===== src/hw/rtl/sr_arq_pkg.sv =====
package sr_arq_pkg;

  localparam int unsigned WindowDef = 16;
  localparam int unsigned SeqCountDef = 32;
  localparam int unsigned PayloadBitsDef = 64;
  localparam int unsigned SeqW = 5;

  localparam logic [2:0] OpPacket = 3'd0;
  localparam logic [2:0] OpPhysReady = 3'd1;
  localparam logic [2:0] OpFrame = 3'd2;
  localparam logic [2:0] OpDataTimeout = 3'd3;
  localparam logic [2:0] OpAckTimeout = 3'd4;

  localparam logic [1:0] KindData = 2'd0;
  localparam logic [1:0] KindAck = 2'd1;
  localparam logic [1:0] KindNak = 2'd2;

  localparam logic [1:0] ActSend = 2'd0;
  localparam logic [1:0] ActDeliver = 2'd1;
  localparam logic [1:0] ActStopTimer = 2'd2;
  localparam logic [1:0] ActStatus = 2'd3;

  // Commands from the controller to the datapath.
  typedef struct packed {
    logic capture;      // latch the input transaction
    logic emit_status;  // load the status result
    logic send_new;     // store and send a new packet
    logic set_phys;     // physical layer ready
    logic send_nak;     // send a NAK for recv_lower
    logic resend;       // resend the frame chosen by sel_nak
    logic sel_nak;      // resend ack+1 instead of the timeout sequence
    logic ack_frame;    // send a standalone ACK
    logic ack_step;     // retire one acknowledged frame
    logic store_rx;     // store a received data frame
    logic deliver;      // deliver recv_lower
  } sr_cmd_t;

  // Status from the datapath to the controller.
  typedef struct packed {
    logic win_full;
    logic nak_ok;
    logic nak_in_win;
    logic ack_more;
    logic rx_accept;
    logic rx_is_lower;
    logic deliver_more;
    logic good;
    logic [1:0] kind;
    logic [2:0] op;
  } sr_stat_t;

  function automatic logic in_window(input logic [SeqW-1:0] lo, input logic [SeqW-1:0] x,
                                     input logic [SeqW-1:0] hi);
    return (lo <= x && x < hi) || (hi < lo && x >= lo) || (x < hi && hi < lo);
  endfunction

endpackage


===== src/hw/rtl/sr_arq_if.sv =====
interface sr_arq_in_if #(parameter int unsigned PayloadBits = 64);
  logic valid;
  logic ready;
  logic [2:0] op;
  logic [PayloadBits-1:0] packet_word;
  logic frame_good;
  logic [1:0] frame_kind;
  logic [4:0] frame_seq;
  logic [4:0] rx_ack;
  logic [4:0] timeout_seq;
  modport source (output valid, op, packet_word, frame_good, frame_kind, frame_seq,
                  rx_ack, timeout_seq, input ready);
  modport sink (input valid, op, packet_word, frame_good, frame_kind, frame_seq,
                rx_ack, timeout_seq, output ready);
endinterface

interface sr_arq_out_if #(parameter int unsigned PayloadBits = 64);
  logic valid;
  logic ready;
  logic [1:0] action;
  logic [1:0] out_kind;
  logic [4:0] out_seq;
  logic [4:0] out_ack;
  logic [PayloadBits-1:0] payload;
  logic [4:0] timer_seq;
  logic network_enable;
  logic last;
  modport source (output valid, action, out_kind, out_seq, out_ack, payload, timer_seq,
                  network_enable, last, input ready);
  modport sink (input valid, action, out_kind, out_seq, out_ack, payload, timer_seq,
                network_enable, last, output ready);
endinterface


===== src/hw/rtl/sr_arq_datapath.sv =====
module sr_arq_datapath #(
  parameter int unsigned PayloadBits = sr_arq_pkg::PayloadBitsDef
) (
  input  logic clk_i,
  input  logic rst_ni,
  input  sr_arq_pkg::sr_cmd_t cmd_i,
  output sr_arq_pkg::sr_stat_t stat_o,
  sr_arq_in_if.sink in_i,
  output logic [1:0] action_o,
  output logic [1:0] out_kind_o,
  output logic [4:0] out_seq_o,
  output logic [4:0] out_ack_o,
  output logic [PayloadBits-1:0] payload_o,
  output logic [4:0] timer_seq_o,
  output logic network_enable_o,
  output logic last_o
);
  import sr_arq_pkg::*;

  localparam int unsigned Window = WindowDef;
  localparam int unsigned SeqCount = SeqCountDef;
  localparam int unsigned IdxW = (Window > 1) ? $clog2(Window) : 1;
  localparam int unsigned CntW = $clog2(Window + 1);
  localparam logic [SeqW-1:0] SeqMax = SeqW'(SeqCount - 1);

  function automatic logic [SeqW-1:0] inc(input logic [SeqW-1:0] v);
    return (v == SeqMax) ? '0 : v + 1'b1;
  endfunction
  function automatic logic [SeqW-1:0] md(input logic [SeqW-1:0] v);
    return (v >= SeqW'(SeqCount)) ? v - SeqW'(SeqCount) : v;
  endfunction
  function automatic logic [IdxW-1:0] slot(input logic [SeqW-1:0] v);
    return IdxW'(v % Window);
  endfunction

  logic [SeqW-1:0] send_lower_q, send_next_q, recv_lower_q, recv_upper_q;
  logic [CntW-1:0] outst_q;
  logic nak_allowed_q, phys_q;
  logic [Window-1:0] arrived_q;
  logic [PayloadBits-1:0] send_store [Window];
  logic [PayloadBits-1:0] recv_store [Window];

  logic [2:0] op_q;
  logic [PayloadBits-1:0] word_q;
  logic good_q;
  logic [1:0] kind_q;
  logic [SeqW-1:0] seq_q, ack_q, tseq_q;

  logic [SeqW-1:0] prev_ack, nak_seq, rs_seq;
  assign prev_ack = (recv_lower_q == '0) ? SeqMax : recv_lower_q - 1'b1;
  assign nak_seq = inc(ack_q);
  assign rs_seq = cmd_i.sel_nak ? nak_seq : tseq_q;

  assign stat_o.win_full = (outst_q >= CntW'(Window));
  assign stat_o.nak_ok = nak_allowed_q;
  assign stat_o.nak_in_win = in_window(send_lower_q, nak_seq, send_next_q);
  assign stat_o.ack_more = in_window(send_lower_q, ack_q, send_next_q) && (outst_q != '0);
  assign stat_o.rx_accept = in_window(recv_lower_q, seq_q, recv_upper_q)
                            && !arrived_q[slot(seq_q)];
  assign stat_o.rx_is_lower = (seq_q == recv_lower_q);
  assign stat_o.deliver_more = arrived_q[slot(recv_lower_q)];
  assign stat_o.good = good_q;
  assign stat_o.kind = kind_q;
  assign stat_o.op = op_q;

  always_ff @(posedge clk_i) begin
    if (cmd_i.capture) begin
      op_q <= in_i.op;
      word_q <= in_i.packet_word;
      good_q <= in_i.frame_good;
      kind_q <= in_i.frame_kind;
      seq_q <= md(in_i.frame_seq);
      ack_q <= md(in_i.rx_ack);
      tseq_q <= md(in_i.timeout_seq);
    end
    if (cmd_i.send_new) send_store[slot(send_next_q)] <= word_q;
    if (cmd_i.store_rx) recv_store[slot(seq_q)] <= word_q;
  end

  always_ff @(posedge clk_i or negedge rst_ni) begin
    if (!rst_ni) begin
      send_lower_q <= '0;
      send_next_q <= '0;
      outst_q <= '0;
      recv_lower_q <= '0;
      recv_upper_q <= SeqW'(Window % SeqCount);
      arrived_q <= '0;
      nak_allowed_q <= 1'b1;
      phys_q <= 1'b0;
    end else begin
      if (cmd_i.set_phys) phys_q <= 1'b1;
      if (cmd_i.send_new || cmd_i.resend || cmd_i.send_nak || cmd_i.ack_frame) phys_q <= 1'b0;
      if (cmd_i.send_nak) nak_allowed_q <= 1'b0;
      if (cmd_i.send_new) begin
        send_next_q <= inc(send_next_q);
        outst_q <= outst_q + 1'b1;
      end
      if (cmd_i.ack_step) begin
        send_lower_q <= inc(send_lower_q);
        outst_q <= outst_q - 1'b1;
      end
      if (cmd_i.store_rx) arrived_q[slot(seq_q)] <= 1'b1;
      if (cmd_i.deliver) begin
        arrived_q[slot(recv_lower_q)] <= 1'b0;
        recv_lower_q <= inc(recv_lower_q);
        recv_upper_q <= inc(recv_upper_q);
        nak_allowed_q <= 1'b1;
      end
    end
  end

  // Result register; the controller loads it only when the output is free.
  always_ff @(posedge clk_i) begin
    if (cmd_i.send_new || cmd_i.resend || cmd_i.send_nak || cmd_i.ack_frame
        || cmd_i.ack_step || cmd_i.deliver || cmd_i.emit_status) begin
      action_o <= ActSend;
      out_kind_o <= KindData;
      out_seq_o <= '0;
      out_ack_o <= '0;
      payload_o <= '0;
      timer_seq_o <= '0;
      network_enable_o <= 1'b0;
      last_o <= 1'b0;
      if (cmd_i.send_new) begin
        out_seq_o <= send_next_q;
        out_ack_o <= prev_ack;
        payload_o <= word_q;
      end else if (cmd_i.resend) begin
        out_seq_o <= rs_seq;
        out_ack_o <= prev_ack;
        payload_o <= send_store[slot(rs_seq)];
      end else if (cmd_i.send_nak) begin
        out_kind_o <= KindNak;
        out_ack_o <= prev_ack;
      end else if (cmd_i.ack_frame) begin
        out_kind_o <= KindAck;
        out_ack_o <= prev_ack;
      end else if (cmd_i.ack_step) begin
        action_o <= ActStopTimer;
        timer_seq_o <= send_lower_q;
      end else if (cmd_i.deliver) begin
        action_o <= ActDeliver;
        payload_o <= recv_store[slot(recv_lower_q)];
      end else begin
        action_o <= ActStatus;
        network_enable_o <= (outst_q < CntW'(Window)) && phys_q;
        last_o <= 1'b1;
      end
    end
  end
endmodule


===== src/hw/rtl/sr_arq_ctrl.sv =====
module sr_arq_ctrl (
  input  logic clk_i,
  input  logic rst_ni,
  input  logic in_valid_i,
  output logic in_ready_o,
  output logic out_valid_o,
  input  logic out_ready_i,
  input  sr_arq_pkg::sr_stat_t stat_i,
  output sr_arq_pkg::sr_cmd_t cmd_o
);
  import sr_arq_pkg::*;

  typedef enum logic [6:0] {
    StIdle    = 7'b0000001,
    StDecode  = 7'b0000010,
    StRxNak   = 7'b0000100,
    StRxStore = 7'b0001000,
    StDeliver = 7'b0010000,
    StAck     = 7'b0100000,
    StStatus  = 7'b1000000
  } state_e;

  state_e state_q, state_d;
  logic out_valid_q, out_valid_d;
  logic free;

  assign free = !out_valid_q || out_ready_i;
  assign out_valid_o = out_valid_q;
  assign in_ready_o = (state_q == StIdle);

  always_comb begin
    state_d = state_q;
    cmd_o = '0;
    out_valid_d = out_valid_q && !out_ready_i;
    case (state_q)
      StIdle: begin
        if (in_valid_i) begin
          cmd_o.capture = 1'b1;
          state_d = StDecode;
        end
      end
      StDecode: begin
        if (free) begin
          state_d = StStatus;
          case (stat_i.op)
            OpPacket: if (!stat_i.win_full) begin
              cmd_o.send_new = 1'b1;
              out_valid_d = 1'b1;
            end
            OpPhysReady: cmd_o.set_phys = 1'b1;
            OpFrame: begin
              if (!stat_i.good) begin
                if (stat_i.nak_ok) begin
                  cmd_o.send_nak = 1'b1;
                  out_valid_d = 1'b1;
                end
              end else if (stat_i.kind == KindAck) begin
                state_d = StAck;
              end else if (stat_i.kind == KindNak) begin
                if (stat_i.nak_in_win) begin
                  cmd_o.resend = 1'b1;
                  cmd_o.sel_nak = 1'b1;
                  out_valid_d = 1'b1;
                end
                state_d = StAck;
              end else if (stat_i.kind == KindData) begin
                state_d = stat_i.rx_accept ? StRxNak : StAck;
              end
            end
            OpDataTimeout: begin
              cmd_o.resend = 1'b1;
              out_valid_d = 1'b1;
            end
            OpAckTimeout: begin
              cmd_o.ack_frame = 1'b1;
              out_valid_d = 1'b1;
            end
            default: ;
          endcase
        end
      end
      StRxNak: begin
        if (free) begin
          if (!stat_i.rx_is_lower && stat_i.nak_ok) begin
            cmd_o.send_nak = 1'b1;
            out_valid_d = 1'b1;
          end
          state_d = StRxStore;
        end
      end
      StRxStore: begin
        cmd_o.store_rx = 1'b1;
        state_d = StDeliver;
      end
      StDeliver: begin
        if (!stat_i.deliver_more) begin
          state_d = StAck;
        end else if (free) begin
          cmd_o.deliver = 1'b1;
          out_valid_d = 1'b1;
        end
      end
      StAck: begin
        if (!stat_i.ack_more) begin
          state_d = StStatus;
        end else if (free) begin
          cmd_o.ack_step = 1'b1;
          out_valid_d = 1'b1;
        end
      end
      StStatus: begin
        if (free) begin
          cmd_o.emit_status = 1'b1;
          out_valid_d = 1'b1;
          state_d = StIdle;
        end
      end
      default: state_d = StIdle;
    endcase
  end

  always_ff @(posedge clk_i or negedge rst_ni) begin
    if (!rst_ni) begin
      state_q <= StIdle;
      out_valid_q <= 1'b0;
    end else begin
      state_q <= state_d;
      out_valid_q <= out_valid_d;
    end
  end
endmodule


===== src/hw/rtl/selective_repeat_arq.sv =====
// Selective-repeat sliding-window ARQ endpoint.
// in_i carries one event per transaction (op selects packet, physical ready,
// received frame, data timeout or ack timeout). out_o returns the actions
// that event causes: frames to send, packets delivered in order and data
// timers to stop, followed by one status transaction with last set and the
// network enable flag.
// One event is handled at a time: in_i is ready only when the controller
// is idle. Each event passes the decode and status steps. A received ack
// or NAK frame, or a data frame outside the receive window, also passes
// the ack step, which retires acknowledged frames one by one; an accepted
// data frame also passes the NAK check, the store, the delivery step and
// the ack step, with up to one window of deliveries and of retired frames.
// Each result sits in an output register; when the receiver stalls, the
// controller holds before the next result until that register is taken.
// Reset clears the windows, arrived marks and phys-ready flag and sets
// the NAK-allowed flag; payload stores hold anything until written.
module selective_repeat_arq #(
  parameter int unsigned PayloadBits = sr_arq_pkg::PayloadBitsDef
) (
  input  logic clk_i,
  input  logic rst_ni,
  sr_arq_in_if.sink in_i,
  sr_arq_out_if.source out_o
);
  import sr_arq_pkg::*;

  sr_cmd_t cmd;
  sr_stat_t stat;
  logic rdy;

  assign in_i.ready = rdy;

  sr_arq_ctrl u_ctrl (
    .clk_i, .rst_ni,
    .in_valid_i(in_i.valid), .in_ready_o(rdy),
    .out_valid_o(out_o.valid), .out_ready_i(out_o.ready),
    .stat_i(stat), .cmd_o(cmd)
  );

  sr_arq_datapath #(.PayloadBits(PayloadBits)) u_dp (
    .clk_i, .rst_ni, .cmd_i(cmd), .stat_o(stat), .in_i(in_i),
    .action_o(out_o.action), .out_kind_o(out_o.out_kind), .out_seq_o(out_o.out_seq),
    .out_ack_o(out_o.out_ack), .payload_o(out_o.payload), .timer_seq_o(out_o.timer_seq),
    .network_enable_o(out_o.network_enable), .last_o(out_o.last)
  );
endmodule


===== src/flat_wrapper.sv =====
// flat-port wrapper written by rule: the top's interface ports become plain ports
module selective_repeat_arq_flat import sr_arq_pkg::*;
#(
  parameter int unsigned PayloadBits = sr_arq_pkg::PayloadBitsDef
)
  (clk_i, rst_ni, in_i_valid, in_i_op, in_i_packet_word, in_i_frame_good, in_i_frame_kind, in_i_frame_seq, in_i_rx_ack, in_i_timeout_seq, in_i_ready, out_o_valid, out_o_action, out_o_out_kind, out_o_out_seq, out_o_out_ack, out_o_payload, out_o_timer_seq, out_o_network_enable, out_o_last, out_o_ready);
  sr_arq_in_if #(.PayloadBits(PayloadBits)) in_i_i ();
  sr_arq_out_if #(.PayloadBits(PayloadBits)) out_o_i ();
  input  logic clk_i;
  input  logic rst_ni;
  input wire logic [$bits(in_i_i.valid)-1:0] in_i_valid;
  input wire logic [$bits(in_i_i.op)-1:0] in_i_op;
  input wire logic [$bits(in_i_i.packet_word)-1:0] in_i_packet_word;
  input wire logic [$bits(in_i_i.frame_good)-1:0] in_i_frame_good;
  input wire logic [$bits(in_i_i.frame_kind)-1:0] in_i_frame_kind;
  input wire logic [$bits(in_i_i.frame_seq)-1:0] in_i_frame_seq;
  input wire logic [$bits(in_i_i.rx_ack)-1:0] in_i_rx_ack;
  input wire logic [$bits(in_i_i.timeout_seq)-1:0] in_i_timeout_seq;
  output wire logic [$bits(in_i_i.ready)-1:0] in_i_ready;
  output wire logic [$bits(out_o_i.valid)-1:0] out_o_valid;
  output wire logic [$bits(out_o_i.action)-1:0] out_o_action;
  output wire logic [$bits(out_o_i.out_kind)-1:0] out_o_out_kind;
  output wire logic [$bits(out_o_i.out_seq)-1:0] out_o_out_seq;
  output wire logic [$bits(out_o_i.out_ack)-1:0] out_o_out_ack;
  output wire logic [$bits(out_o_i.payload)-1:0] out_o_payload;
  output wire logic [$bits(out_o_i.timer_seq)-1:0] out_o_timer_seq;
  output wire logic [$bits(out_o_i.network_enable)-1:0] out_o_network_enable;
  output wire logic [$bits(out_o_i.last)-1:0] out_o_last;
  input wire logic [$bits(out_o_i.ready)-1:0] out_o_ready;
  assign in_i_i.valid = in_i_valid;
  assign in_i_i.op = in_i_op;
  assign in_i_i.packet_word = in_i_packet_word;
  assign in_i_i.frame_good = in_i_frame_good;
  assign in_i_i.frame_kind = in_i_frame_kind;
  assign in_i_i.frame_seq = in_i_frame_seq;
  assign in_i_i.rx_ack = in_i_rx_ack;
  assign in_i_i.timeout_seq = in_i_timeout_seq;
  assign in_i_ready = in_i_i.ready;
  assign out_o_valid = out_o_i.valid;
  assign out_o_action = out_o_i.action;
  assign out_o_out_kind = out_o_i.out_kind;
  assign out_o_out_seq = out_o_i.out_seq;
  assign out_o_out_ack = out_o_i.out_ack;
  assign out_o_payload = out_o_i.payload;
  assign out_o_timer_seq = out_o_i.timer_seq;
  assign out_o_network_enable = out_o_i.network_enable;
  assign out_o_last = out_o_i.last;
  assign out_o_i.ready = out_o_ready;
  selective_repeat_arq #(.PayloadBits(PayloadBits)) u_core (.clk_i(clk_i), .rst_ni(rst_ni), .in_i(in_i_i), .out_o(out_o_i));
endmodule

===== config.mk =====
export PLATFORM = sky130hd
export DESIGN_NAME = selective_repeat_arq_flat
export DESIGN_NICKNAME = d
export VERILOG_FILES = /design/src/hw/rtl/sr_arq_pkg.sv /design/src/hw/rtl/sr_arq_if.sv /design/src/hw/rtl/sr_arq_datapath.sv /design/src/hw/rtl/sr_arq_ctrl.sv /design/src/hw/rtl/selective_repeat_arq.sv /design/src/flat_wrapper.sv
export SDC_FILE = /design/constraint.sdc
export NUM_CORES = 2
export LEC_CHECK = 0
export BUFFER_PORTS_ARGS = -buffer_cell sky130_fd_sc_hd__buf_2
export CORE_ASPECT_RATIO = 1.2
export CORE_MARGIN = 3
export CORE_UTILIZATION = 50
export DETAILED_ROUTE_END_ITERATION = 10
export PLACE_DENSITY = 0.66
export SLEW_MARGIN = 20
export SYNTH_ARGS = -nofsm -noshare
export SYNTH_HDL_FRONTEND = slang
export SYNTH_SLANG_ARGS = --single-unit
export TNS_END_PERCENT = 50

===== constraint.sdc =====
create_clock -name clk_i -period 9.08 [get_ports clk_i]
set_clock_uncertainty 0.05 [all_clocks]
set_input_delay 0.908 -clock clk_i [delete_from_list [all_inputs] [get_ports clk_i]]
set_output_delay 0.908 -clock clk_i [all_outputs]
set_load 0.01 [all_outputs]

==> flow_summary.toml <==
[status]
status = "complete, no violations"

[floorplan]
die_w_um = 390
rows = 168
start_util = 0.505
coreArea_um2 = 176000
io_pins = 176
die_h_um = 467
dieArea_um2 = 182000

[synthesis]
yosysWarningCount = 0
synth-edff-count = 2218
synth-seq-cells = 2269
syn_area_per_cell_um2 = 17.0
yosysTopAreaCell = "edfxtp_1"
yosys.area.top_type_share = 0.751
netlist_area_um2 = 88600
ys_types = 76
postSynth.asyncResetShare = 0.0225
synth_flop_cell = "edfxtp_1"
synth_nets = 5365
yosys-top-cells-area = "edfxtp_1, mux4_2, nand2_1, nand3_1, dfrtp_1"
synth_cells = 5225
synth.yosys.seq_area_share = 0.766

[critical_path]
worstSetupStartpoint = "u_core.u_dp.ack_q[0]$_DFFE_PP_"
regToRegEndpoint = "u_core.u_dp.payload_o[61]$_DFFE_PP_"
start_kind = "flip-flop"
arrival_ns = 6.63
critPathTopFamily = "compound AO/OA/AOI/OAI gates"
path_buf_inv = 1
cpPeakStageDelay_ns = 0.80
slowest_stage = "mux2_8"
rrSetupSlack_ns = 3.00
r2r-start = "u_core.u_dp.ack_q[0]$_DFFE_PP_"
cp_max_fo = 85
crit_path_end_kind = "flip-flop"
critPathRequiredTime_ns = 9.63
crit_chain = "ha_1, and3_1, ha_1, or2_2, ha_1, nand2b_1, a21o_1, maj3_1, a211oi_2, a211oi_1, or2_1, mux2_8, buf_4, a211oi_1, a2111oi_0, o211a_1, o21ai_1"
cp_common_cell = "ha_1"
critical_path_class = "reg2reg"
reg2reg_depth = 17

[global_routing]
grt_max_degree = 168
antenna_found_initial = 8
grt_overflow = 0
grt_pass1_vias = 48400
grt_util_all_layers = 0.249
grt_pass1_wl_um = 332000

[finish]
final_area_um2 = 99200
final_nets = 5564
most-common-layout-cells = "edfxtp_1, nand2_1, nand3_1"
area_growth_pct = 11.9
final_common_cell = "edfxtp_1"
post-route-util = 0.565
drive_gt1_frac = 0.180

[detailed_routing]
vias = 49700
drt_iter0_markers = 6980
drt_wl_total_um = 228000
post-route-drc-count = 0
postRouteAntennaNets = 0
viasPerCell = 6.30
first_pass_iters = 7
wl_per_cell_um = 28.8

[clocking]
clockBufferDepth = 3
tritoncts = "yes"
clk_pin_slew_worst_paths_ns = 0.06
hold_buffers = 0
cts-buffers-inserted = 212
postCtsSetupBuffers = 0
cts_resized = 0
cts.sinks = 2269
root_buffer = "clkbuf_16"
h-tree-depth = 4
clock_latency_ns = 0.86

[power]
total_power_mw = 23.4
peakVddDrop_v = 0.000222
p_per_area_nw_per_um2 = 236
leakage_nw = 32.9

[sta]
layout_min_cycle_time_ns = 6.08
rsz0062_at_grt = "false"
timing.fmax_mhz = 164
slew_violations = 0
worst_pin_slew_ns = 1.15
hold_viol = 0
holdWs_ns = 0.126
fin_crit_sh = 0.670
setup_viol = 0
fin_setup_tns_ns = 0
slew_headroom = 0.235

[place]
place_area_um2 = 92300
dp_hpwl_um = 115000
gp_congestion = 0.808
port_buffers = 175

[worst_hold_path]
hold_path.class = "in2async"

[job]
max_cap_violations = 0
power by group:
group          internal (mW)  leakage [nW]  switching (mW)
Sequential              12.2          20.6           0.436
Combinational          0.534          9.01            1.49
Clock                   4.87          3.33            3.87
Total                   17.6          32.9            5.80
logic make-up (layout without fill, tap and decap cells):
group | Yosys count | in the layout | share of synthesized area
AO/OA/AOI/OAI | 506 | 506 | 0.0372
XOR/XNOR | 7 | 7 | 0.000692
adder cells (fa/ha/maj) | 56 | 56 | 0.00789
buffers and inverters | 343 | 719 | 0.0162
flip-flops | 2269 | 2269 | 0.766
multiplexers | 352 | 352 | 0.0867
other | 0 | 1 | 0
AND/OR/NAND/NOR | 1692 | 1692 | 0.0855
per-layer routing:
layer | part of all wire | track usage
met5 | 0.000031 | 0
met4 | 0.025 | 0.0706
met3 | 0.097 | 0.0389
met2 | 0.47 | 0.389
met1 | 0.41 | 0.368
flip-flops by register name, indices dropped and copies added, names as in the netlist, 7 cells and up:
register / cells
u_core.u_dp.arrived_q: 16
u_core.u_dp.send_store: 1024
u_core.u_ctrl.state_q: 7
u_core.u_dp.recv_store: 1024
u_core.u_dp.payload_o: 64
u_core.u_dp.word_q: 64
cells in the mapped netlist (all sizes together) (48+ instances only):
master	number
edfxtp	2218
a21oi	56
dfrtp	48
nand3	470
nor2	58
a211oi	82
and3	86
nand4	58
buf	168
o21ai	105
nand2	923
mux4	330
o211ai	53
a31oi	124
clkbuf	143
ha	50
through the flow:
step | instances | setup slack (ns)
floorplan | 5225 | 1.27
global placement | 7501 | 2.98
detailed placement | 7501 | 3.00
CTS | 7892 | 3.03
global route | 7897 | 2.77
finish | 7897 | 3.00
worst max path at each step:
stage                     cells after the start                                     to
after floorplan                               4  u_core.u_dp.action_o[0]$_SDFFCE_PP0P_
after global placement                       17    u_core.u_dp.payload_o[61]$_DFFE_PP_
after detailed placement                     17    u_core.u_dp.payload_o[61]$_DFFE_PP_
after CTS                                    17    u_core.u_dp.payload_o[61]$_DFFE_PP_
after global routing                         17    u_core.u_dp.payload_o[61]$_DFFE_PP_
final                                        17    u_core.u_dp.payload_o[61]$_DFFE_PP_
cell type report:
type	instances	area, µm²
Multi-Input combinational cell	2613	19600
Tap cell	2295	2870
Inverter	32	125
Antenna cell	1	2.50
Fill cell	13200	76300
Sequential cell	2269	67900
Clock buffer	257	5540
Timing Repair Buffer	296	1900
Clock inverter	134	1250
Note: power is estimated with default switching activity, not from simulation.
